<file path="src/sv/rdi_pkg.sv">
// Shared types and constants of the ring deque.
`default_nettype none

package rdi_pkg;

    localparam int DEPTH  = 256;
    localparam int PTR_W  = $clog2(DEPTH);
    localparam int CNT_W  = PTR_W + 1;
    localparam int DATA_W = 32;
    localparam int ACT_W  = 3;
    localparam int STAT_W = 2;

    // Operation codes
    localparam logic [ACT_W-1:0] ACT_PUSH_BACK  = 3'd0;
    localparam logic [ACT_W-1:0] ACT_PUSH_FRONT = 3'd1;
    localparam logic [ACT_W-1:0] ACT_DROP_BACK  = 3'd2;
    localparam logic [ACT_W-1:0] ACT_DROP_FRONT = 3'd3;
    localparam logic [ACT_W-1:0] ACT_READ_FRONT = 3'd4;
    localparam logic [ACT_W-1:0] ACT_READ_BACK  = 3'd5;
    localparam logic [ACT_W-1:0] ACT_CLEAR      = 3'd6;

    // Status codes
    localparam logic [STAT_W-1:0] STAT_OK    = 2'd0;
    localparam logic [STAT_W-1:0] STAT_FULL  = 2'd1;
    localparam logic [STAT_W-1:0] STAT_RANGE = 2'd2;

    typedef struct packed {
        logic [ACT_W-1:0]  action;
        logic [DATA_W-1:0] value;
        logic [CNT_W-1:0]  amount_or_index;
    } req_t;

    typedef struct packed {
        logic [STAT_W-1:0] status;
        logic [DATA_W-1:0] read_data;
        logic [CNT_W-1:0]  fill_level;
    } rsp_t;

    // Commands from the controller to the datapath
    typedef struct packed {
        logic load;
        logic exec;
    } ctrl_cmd_t;

endpackage

`default_nettype wire

</file>
<file path="src/sv/rdi_ctrl.sv">
// Controller state machine of the ring deque: sequences accept, execute, respond.
`default_nettype none

module rdi_ctrl
    import rdi_pkg::*;
(
    input  wire logic      clk,
    input  wire logic      rst_n,
    input  wire logic      start,
    output logic           busy,
    output logic           done,
    output ctrl_cmd_t      cmd
);

    typedef enum logic [2:0] {
        ST_IDLE = 3'b001,
        ST_EXEC = 3'b010,
        ST_RESP = 3'b100
    } state_t;

    state_t state_reg;
    state_t state_next;

    // Advance through the three phases of one request
    always_comb
    begin
        state_next = state_reg;
        case (state_reg)
            ST_IDLE:
            begin
                if (start)
                begin
                    state_next = ST_EXEC;
                end
            end
            ST_EXEC:
            begin
                state_next = ST_RESP;
            end
            ST_RESP:
            begin
                state_next = ST_IDLE;
            end
            default:
            begin
                state_next = ST_IDLE;
            end
        endcase
    end

    always_ff @(posedge clk or negedge rst_n)
    begin
        if (!rst_n)
        begin
            state_reg <= ST_IDLE;
        end
        else
        begin
            state_reg <= state_next;
        end
    end

    // Drive handshake and datapath commands
    assign busy     = (state_reg != ST_IDLE);
    assign done     = (state_reg == ST_RESP);
    assign cmd.load = (state_reg == ST_IDLE) && start;
    assign cmd.exec = (state_reg == ST_EXEC);

endmodule

`default_nettype wire

</file>
<file path="config.mk">
export PLATFORM = sky130hd
export DESIGN_NAME = rdi_ctrl
export DESIGN_NICKNAME = d
export VERILOG_FILES = /design/src/sv/rdi_pkg.sv /design/src/sv/rdi_ctrl.sv
export SDC_FILE = /design/constraint.sdc
export NUM_CORES = 1
export LEC_CHECK = 0
export BUFFER_PORTS_ARGS = -buffer_cell sky130_fd_sc_hd__clkbuf_2
export CAP_MARGIN = 10
export CELL_PAD_IN_SITES_DETAIL_PLACEMENT = 0
export CELL_PAD_IN_SITES_GLOBAL_PLACEMENT = 2
export CORE_AREA = 2 2 39 41
export CTS_CLUSTER_DIAMETER = 100
export DETAILED_ROUTE_END_ITERATION = 12
export DIE_AREA = 0 0 41 43
export GPL_TIMING_DRIVEN = 0
export PLACE_DENSITY_LB_ADDON = 0.1
export SYNTH_ARGS = -nofsm -noshare
export SYNTH_HDL_FRONTEND = slang
export SYNTH_SLANG_ARGS = --single-unit
</file>
<file path="constraint.sdc">
create_clock -name clk -period 1.36 [get_ports clk]
set_input_delay 0.204 -clock clk [delete_from_list [all_inputs] [get_ports clk]]
set_output_delay 0.204 -clock clk [all_outputs]
set_load 0.005 [all_outputs]
</file>
======== Yosys cells after proc, flatten, opt, wreduce, memory -nomap -nowiden ========
Cells that the tools add are included.
storage, ports and cells
  bits in registers ....................... 3
  input port bits ......................... 3
operators by class
  equality and inequality tests ........... 5
  multiplexer cells ....................... 2
  reduce and logical (&&, ||, !) cells .... 1
operators by type and width
  kind                                                              count
  3-bit one-hot mux with 2 select lines                             1
  3-bit by 1-bit == test with 1-bit output (second input constant)  1
  3-bit by 2-bit == test with 1-bit output (second input constant)  1
  3-bit == test (second input constant)                             1
  3-bit two-way mux                                                 1
  3-bit by 1-bit != test with 1-bit output (second input constant)  1
  2-bit != test (second input constant)                             1
  1-bit logical AND                                                 1

======== Longest topological paths before layout ========
Gate-level depths: netlist (run 1).
  depth after elaboration ................. 2
  gate-level depth with buffers ........... 2
  mapped depth without buffers ............ 2

======== Worst setup path before layout (run 1) ========
No wires, ideal clock.
  path kind ............................... reg-to-output
  from .................................... reg state_reg[0]
  to ...................................... out busy
  arrival time ............................ 0.889 ns
  required time ........................... 1.156 ns
  setup slack ............................. 0.267 ns
  stages on the path, launching flop included .. 2
  path buffers ............................ 0
  cell sequence ........................... dfstp_2 -> or3b_1
on the way
  longest elaborated chain between the ends .. 1
RTL lines
  element                                   line            text
  from (decl)                               rdi_ctrl.sv:21  state_t state_reg;
  from (signal assigned)                    rdi_ctrl.sv:59  state_reg <= state_next;
  3-bit by 1-bit != test with 1-bit output  rdi_ctrl.sv:64  assign busy = (state_reg != ST_IDLE);
  to (decl)                                 rdi_ctrl.sv:10  output logic busy,
No other way between the ends.

======== Worst setup path after layout (run 1) ========
Same ends and word-level chain as after synthesis.

==> flow_summary_export.csv, run 1 <==
group,metric,value,unit
run_status,outcome,"complete, but fails checks",
run_status,violations,"setup timing",
drt,ant_nets,0,
synth,syn_nets,14,
sta,worst_slew_pin_slew,180,ps
sta,maxSlewViolCount,0,
sta,finalSetupTns,-71.4,ps
pwr,power_density,1990,mW/mm2
placement,io_buffers,6,
critical_path,r2r_end,"state_reg[1]",
floorplan,ios,7,
cells_and_area,layout-area-overhead-vs-synth,68.7,%
placement,dp_slack,146,ps
sta,fin_crit,1430,ps
clock_network,h-tree-depth,1,
cells_and_area,fin_area,243,um2
clock_network,cts-root-buf,"clkbuf_4",
cells_and_area,fin_nets,27,
pwr,pwr-share-comb,0.332,
placement,place_area,194,um2
drt,via_per_inst,3.31,
cells_and_area,layout_common_cells,"6 x clkbuf_2, 3 x clkbuf_4",
sta,rsz0062_at_grt,"true",
flow_run,drv_cap,0,
cells_and_area,final_common_cell,"clkbuf_2",
global_routing,grt_max_degree,7,
critical_path,cp-start-kind,"register",
critical_path,crit_type,"register to output pin",
sta,hold_viol,0,
cells_and_area,largest_reg_flops,3,
clock_network,cts_buffers,3,
pwr,clockPowerShare,0.318,
synth,ys_types,7,
floorplan,rows,14,
sta,hold_ws,299,ps
critical_path,crit_path_end_kind,"output pin",
synth,avgSynthCellArea,13.1,um2
placement,gp_congestion,0.565,
drt,avgRoutedWirePerCell,8.72,um
pwr,finalPower,0.483,mW
hold_path,min_path_type,"primary input to async pin",
critical_path,max_stage_delay,540,ps
sta,setup_ws,-71.4,ps
sta,fin_crit_sh,1.05,
cells_and_area,n_antenna_cell,0,
drt,first_pass_iters,2,
critical_path,r2r_start,"state_reg[0]",
floorplan,die_y,43,um
floorplan,start_util,0.104,
cells_and_area,utilization,0.175,
global_routing,grt.total_usage,0.0493,
critical_path,arrival,1230,ps
critical_path,critPathMaxFanout,4,
sta,maxSlewHeadroom,0.880,
critical_path,cp_top_family,"flip-flops",
drt,num_vias,129,
clock_network,cts.clk_slew.worst_paths,40,ps
synth,ys_seq_area_frac,0.530,
clock_network,clk_latency,230,ps
placement,dp.cells,33,
cells_and_area,final_cells,39,
drt,wirelength,340,um
critical_path,path_cells,"or3b_1, clkbuf_2",
synth,netlist_instances,11,
floorplan,die_area,0.00176,mm2
sta,fmax,699,MHz
drt,drc,0,
global_routing,grt_antenna_before_repair,0,
critical_path,r2r_slack,420,ps
critical_path,crit_slowest_cell,"dfstp_2",
pwr,swShare,0.285,
critical_path,rr_worst_depth,2,
global_routing,grt_pass1_wl,524,um
floorplan,coreArea,0.00138,mm2
global_routing,grt_pass1_vias,144,
pwr,p_switching,0.138,mW
clock_network,clock-sinks,3,
floorplan,die_x,41,um
clock_network,clockBufferDepth,2,
global_routing,grt_overflow,0,
synth,synth_seq_cells,3,
critical_path,crit_buf_inv,1,
pwr,ir_worst_vdd,0.533,mV
synth,ys.warnings.count,0,
pwr,power.leakage,0.111,nW
cells_and_area,drive_above_1_share,0.652,
clock_network,cts_tree,"done",
pwr,p_int,0.346,mW
sta,setup_violations,1,
critical_path,cp.required,1160,ps
sta,finClkSkew,1.26,ps
drt,drt_iter0_drc,1,
pwr,seqPwrFrac,0.349,
synth,synth_area,144,um2
repair_timing:
action | 4_1_cts | 5_1_grt
pin swaps | 0 | 1
setup buffers | 1 | 0
hold buffers | 1 | 0
endpoints found under the hold margin | 3 | 0
setup endpoints to repair | 3 | 3
resized for setup | 0 | 1
Yosys cell counts:
| cell | n | area share |
|---|---|---|
| nor3b_1 | 3 | 0.16 |
| and4bb_2 | 2 | 0.17 |
| dfrtp_1 | 2 | 0.35 |
| buf_4 | 1 | 0.052 |
| dfstp_2 | 1 | 0.18 |
| nor2_1 | 1 | 0.026 |
| or3b_1 | 1 | 0.061 |
power by group through the flow:
| stage | logic (mW) | clock network [mW] | registers (mW) |
|---|---|---|---|
| after floorplan | 0.0841 | 0 | 0.159 |
| after global placement | 0.136 | 0 | 0.173 |
| after detailed placement | 0.136 | 0 | 0.172 |
| after CTS | 0.163 | 0.164 | 0.165 |
| after global routing | 0.178 | 0.173 | 0.173 |
| final | 0.161 | 0.154 | 0.169 |
how the worst max path moves through the flow:
stage                       startpoint  endpoint  slack (ps)  cells after the start
after global placement    state_reg[0]      busy         140                      2
after CTS                 state_reg[0]      busy         -80                      2
after detailed placement  state_reg[0]      busy         150                      2
after floorplan           state_reg[0]      busy         270                      1
after global routing      state_reg[0]      busy        -120                      2
final                     state_reg[0]      busy         -70                      2
logic make-up (layout without fill, tap and decap cells):
kind of cell | Yosys count | in the layout | synth area share
flip-flops | 3 | 3 | 0.530
buffers and inverters | 1 | 13 | 0.0522
AND/OR/NAND/NOR | 7 | 7 | 0.417
area by class of cell:
| cell class | count | area, um2 |
|---|---|---|
| Buffer | 1 | 7.51 |
| Clock buffer | 4 | 26.3 |
| Fill cell | 158 | 1140 |
| Multi-Input combinational cell | 7 | 65.1 |
| Sequential cell | 3 | 76.3 |
| Tap cell | 16 | 20.0 |
| Timing Repair Buffer | 8 | 47.5 |
metal layers:
layer	wire (um)	track usage
met2	166	0.0625
met5	0	0
met4	0	0.0600
met3	32	0.0366
met1	141	0.0421
No activity file was read; power rests on OpenSTA's default activity.
==> run 2, diff against run 1 <==
Settings changed: RECOVER_POWER set to 50.
==> run 2 against run 1 <==
Against the previous run: the flow still finishes with violations (setup timing); largest power group unchanged; sequential power barely moved; die area did not move; register-to-register slack barely moved.
==> flow_summary_export.csv, run 2 (synthesis gave the netlist of run 1 again) <==
group,metric,value,unit
cells_and_area,largest_reg_flops,3,
critical_path,cp-start-kind,"register",
critical_path,r2r_end,"state_reg[1]",
clock_network,clk_latency,230,ps
global_routing,grt_overflow,0,
run_status,violations,"setup timing",
sta,fin_crit_sh,1.05,
floorplan,rows,14,
critical_path,cp_top_family,"flip-flops",
clock_network,clock-sinks,3,
cells_and_area,drive_above_1_share,0.609,
critical_path,path_cells,"or3b_1, clkbuf_2",
clock_network,cts_buffers,3,
drt,num_vias,130,
placement,dp.cells,33,
clock_network,clockBufferDepth,2,
cells_and_area,final_common_cell,"clkbuf_2",
clock_network,cts-root-buf,"clkbuf_4",
sta,finClkSkew,1.27,ps
floorplan,die_y,43,um
floorplan,start_util,0.104,
critical_path,rr_worst_depth,2,
global_routing,grt_pass1_vias,144,
floorplan,ios,7,
hold_path,hold_start,"start",
clock_network,cts.clk_slew.worst_paths,30,ps
critical_path,r2r_slack,420,ps
hold_path,min_path_type,"primary input to register",
global_routing,grt.total_usage,0.0493,
global_routing,use_met2,0.0625,
drt,wirelength,340,um
critical_path,cp.required,1160,ps
critical_path,crit_buf_inv,1,
floorplan,die_area,0.00176,mm2
pwr,power_density,2000,mW/mm2
placement,gp_congestion,0.565,
cells_and_area,utilization,0.175,
drt,via_per_inst,3.33,
critical_path,critPathMaxFanout,4,
pwr,ir_worst_vdd,0.533,mV
sta,fmax,699,MHz
cells_and_area,fill_cells,159,
drt,drc,0,
clock_network,h-tree-depth,1,
flow_run,drv_cap,0,
cells_and_area,layout_common_cells,"5 x clkbuf_2, 3 x clkbuf_4",
critical_path,crit_path_end_kind,"output pin",
hold_path,worstHoldEndpoint,"state_reg[1]",
cells_and_area,n_antenna_cell,0,
sta,hold_viol,0,
drt,first_pass_iters,2,
critical_path,r2r_start,"state_reg[0]",
sta,fin_crit,1430,ps
global_routing,met1_usage,0.0421,
sta,rsz0062_at_grt,"true",
cells_and_area,layout-area-overhead-vs-synth,67.8,%
global_routing,busiest_layer,"met2",
critical_path,cp-startpoint,"state_reg[0]",
clock_network,cts_tree,"done",
hold_path,min_path_cells,2,
critical_path,arrival,1230,ps
critical_path,crit_type,"register to output pin",
global_routing,use_met3,0.0366,
global_routing,grt_pass1_wl,524,um
global_routing,grt_max_degree,7,
sta,maxSlewHeadroom,0.880,
sta,worst_slew_pin_slew,180,ps
pwr,power.leakage,0.108,nW
placement,io_buffers,6,
drt,drt_iter0_drc,1,
critical_path,max_stage_delay,540,ps
floorplan,coreArea,0.00138,mm2
critical_path,crit_slowest_cell,"dfstp_2",
global_routing,grt_antenna_before_repair,0,
run_status,outcome,"complete, but fails checks",
cells_and_area,fin_area,241,um2
floorplan,die_x,41,um
sta,setup_violations,1,
drt,ant_nets,0,
placement,place_area,194,um2
cells_and_area,fin_nets,27,
drt,avgRoutedWirePerCell,8.72,um
cells_and_area,final_cells,39,
sta,setup_ws,-71.6,ps
sta,maxSlewViolCount,0,
==> run 2: worst max-delay path by stage <==
stage | endpoint | cells after the start
floorplan | busy | 1
global placement | busy | 2
detailed placement | busy | 2
CTS | busy | 2
global route | busy | 2
finish | busy | 2
==> run 2: layout make-up <==
cell class | instances | area [um2] | area share
plain buffers | 1 | 7.51 | 0.0311
clock buffers | 4 | 26.3 | 0.109
multi-input cells | 7 | 65.1 | 0.269
flip-flops and latches | 3 | 76.3 | 0.316
well taps | 16 | 20.0 | 0.0829
repair buffers | 8 | 46.3 | 0.192
==> run 2: per-layer routing <==
metal	wire length (um)	vias to the layer above	part of all wire
met5	0	-	0
met4	0	0	0
met3	32	0	0.094
met2	165	6	0.49
met1	141	60	0.41
li1	-	64	-
==> run 2: worst reg2reg max path: cells and delay by family, from the launching register on <==
kind	cells	cell delay (ps)
simple gates	1	210
flops	1	540
buf+inv	1	120
==> run 2: repair_timing <==
item                                   in CTS  in global routing
pin swaps                                   0                  1
setup endpoints to repair                   3                  3
endpoints found under the hold margin       3                  0
resized for setup                           0                  1
buffers inserted                            1                  0
hold buffers                                1                  0
==> run 2: metrics by stage <==
step | TNS (ps) | setup WS [ps] | total power, mW | hold slack (ps)
5_1_grt | -149 | -122 | 0.523 | 310
3_3_place_gp | 0 | 141 | 0.309 | 2.62
3_5_place_dp | 0 | 146 | 0.308 | 2.43
2_1_floorplan | 0 | 267 | 0.243 | -91.6
4_1_cts | -121 | -82.2 | 0.492 | 289
6_report | -71.6 | -71.6 | 0.483 | 305
==> run 2: power by group <==
part	switching, mW	total, mW	internal (mW)
registers	0.0382	0.169	0.131
clock network	0.0441	0.154	0.110
logic	0.0556	0.160	0.105
total	0.138	0.483	0.345
==> run 3, diff against run 2 <==
Settings changed: SKIP_LAST_GASP set to 1.
Clock period 1.36 ns to 1.55 ns, I/O delays scaled along.
==> run 3 against run 2 <==
Against the previous run: the run now ends clean; critical endpoint unchanged; critical path type unchanged; worst setup slack better by 140 ps; register-to-register slack better by 200 ps; clock power is 12% lower; cell count fell by 2.6%; combinational power is 28% lower; largest power group unchanged; core utilization decreased by 0.90 points; critical path depth is the same; routed wire length decreased by 5.3%.
==> flow_summary_export.csv, run 3 (synthesis gave the netlist of run 1 again) <==
group,metric,value,unit
drt,drc,0,
clock_network,post_cts_resized,0,
cells_and_area,layout-area-overhead-vs-synth,59.1,%
placement,gp_congestion,0.565,
placement,io_buffers,6,
pwr,power_density,1760,mW/mm2
floorplan,die_y,43,um
sta,hold_viol,0,
cells_and_area,n_antenna_cell,0,
critical_path,cp.required,1320,ps
clock_network,clockBufferDepth,2,
drt,num_vias,127,
floorplan,ios,7,
floorplan,start_util,0.104,
floorplan,coreArea,0.00138,mm2
clock_network,clk_latency,230,ps
global_routing,grt_antenna_before_repair,0,
sta,fin_crit,1480,ps
sta,rsz0062_at_grt,"false",
drt,drt_iter0_drc,1,
clock_network,clock-sinks,3,
cells_and_area,utilization,0.165,
flow_run,drv_cap,0,
critical_path,critPathMaxFanout,6,
drt,avgRoutedWirePerCell,8.47,um
sta,fmax,676,MHz
cells_and_area,final_common_cell,"clkbuf_2",
clock_network,cts-root-buf,"clkbuf_4",
critical_path,cp-start-kind,"register",
sta,worst_slew_pin_slew,251,ps
hold_path,min_path_type,"primary input to async pin",
critical_path,crit_path_end_kind,"output pin",
run_status,outcome,"finished clean",
pwr,ir_worst_vdd,0.407,mV
pwr,power.leakage,0.102,nW
sta,maxSlewViolCount,0,
sta,finalSetupTns,0,ps
sta,maxSlewHeadroom,0.832,
global_routing,grt_pass1_wl,489,um
global_routing,grt_max_degree,7,
drt,ant_nets,0,
clock_network,cts_tree,"done",
global_routing,grt_pass1_vias,132,
cells_and_area,largest_reg_flops,3,
clock_network,h-tree-depth,1,
drt,via_per_inst,3.34,
sta,fin_crit_sh,0.954,
floorplan,rows,14,
drt,wirelength,322,um
cells_and_area,drive_above_1_share,0.545,
global_routing,grt.total_usage,0.0473,
sta,finClkSkew,1.27,ps
drt,first_pass_iters,2,
clock_network,post-cts-setup-buffers,0,
cells_and_area,layout_common_cells,"5 x clkbuf_2, 3 x nor3b_1, 3 x clkbuf_4",
critical_path,r2r_slack,620,ps
clock_network,postCtsHoldBufs,1,
floorplan,die_area,0.00176,mm2
critical_path,arrival,1250,ps
clock_network,cts.clk_slew.worst_paths,40,ps
sta,setup_violations,0,
clock_network,cts_buffers,3,
floorplan,die_x,41,um
critical_path,crit_type,"register to output pin",
cells_and_area,fin_nets,26,
global_routing,grt_overflow,0,
## run 3: worst max-delay path, stage by stage, from the launching register on
cell      delay (ps)
dfstp_2          560
or3b_1           340
clkbuf_2         120
## run 3: layer usage
layer,vias up,track usage,part of all wire
met4,0,0.0600,0
li1,62,-,-
met3,0,0.0366,0.099
met2,6,0.0563,0.48
met5,-,0,0
met1,59,0.0421,0.42
## run 3: final cells by class
class / count / area, um2
flip-flops and latches: 3 / 76.3
plain buffers: 1 / 7.51
repair buffers: 7 / 38.8
fillers: 158 / 1150
multi-input cells: 7 / 60.1
clock buffers: 4 / 26.3
well taps: 16 / 20.0
## run 3: per-stage QoR
stage | std cells | instance area [um2] | hold slack, ps | setup WS, ps | power, mW
2_1_floorplan | 11 | 144 | -63.1 | 428 | 0.213
3_3_place_gp | 33 | 194 | 31.1 | 303 | 0.271
3_5_place_dp | 33 | 194 | 30.9 | 307 | 0.270
4_1_cts | 38 | 230 | 318 | 53.1 | 0.415
5_1_grt | 38 | 229 | 339 | 23.6 | 0.435
6_report | 38 | 229 | 333 | 71.0 | 0.402
## run 3: worst paths after layout
path | from | to | cells after the start
max | state_reg[0] | busy | 2
min | rst_n | state_reg[2] | 2
max reg2reg | state_reg[0] | state_reg[0] | 2
min reg2reg | state_reg[2] | state_reg[2] | 1
max in group asynchronous | rst_n | state_reg[0] | 2
min in group clk | start | state_reg[1] | 2
## run 3: report_power, final
group / internal, mW / switching [mW] / leakage [nW] / total [mW]
Sequential: 0.115 / 0.0362 / 0.0371 / 0.151
Clock: 0.0964 / 0.0387 / 0.0150 / 0.135
Combinational: 0.0761 / 0.0400 / 0.0502 / 0.116
Total: 0.287 / 0.115 / 0.102 / 0.402
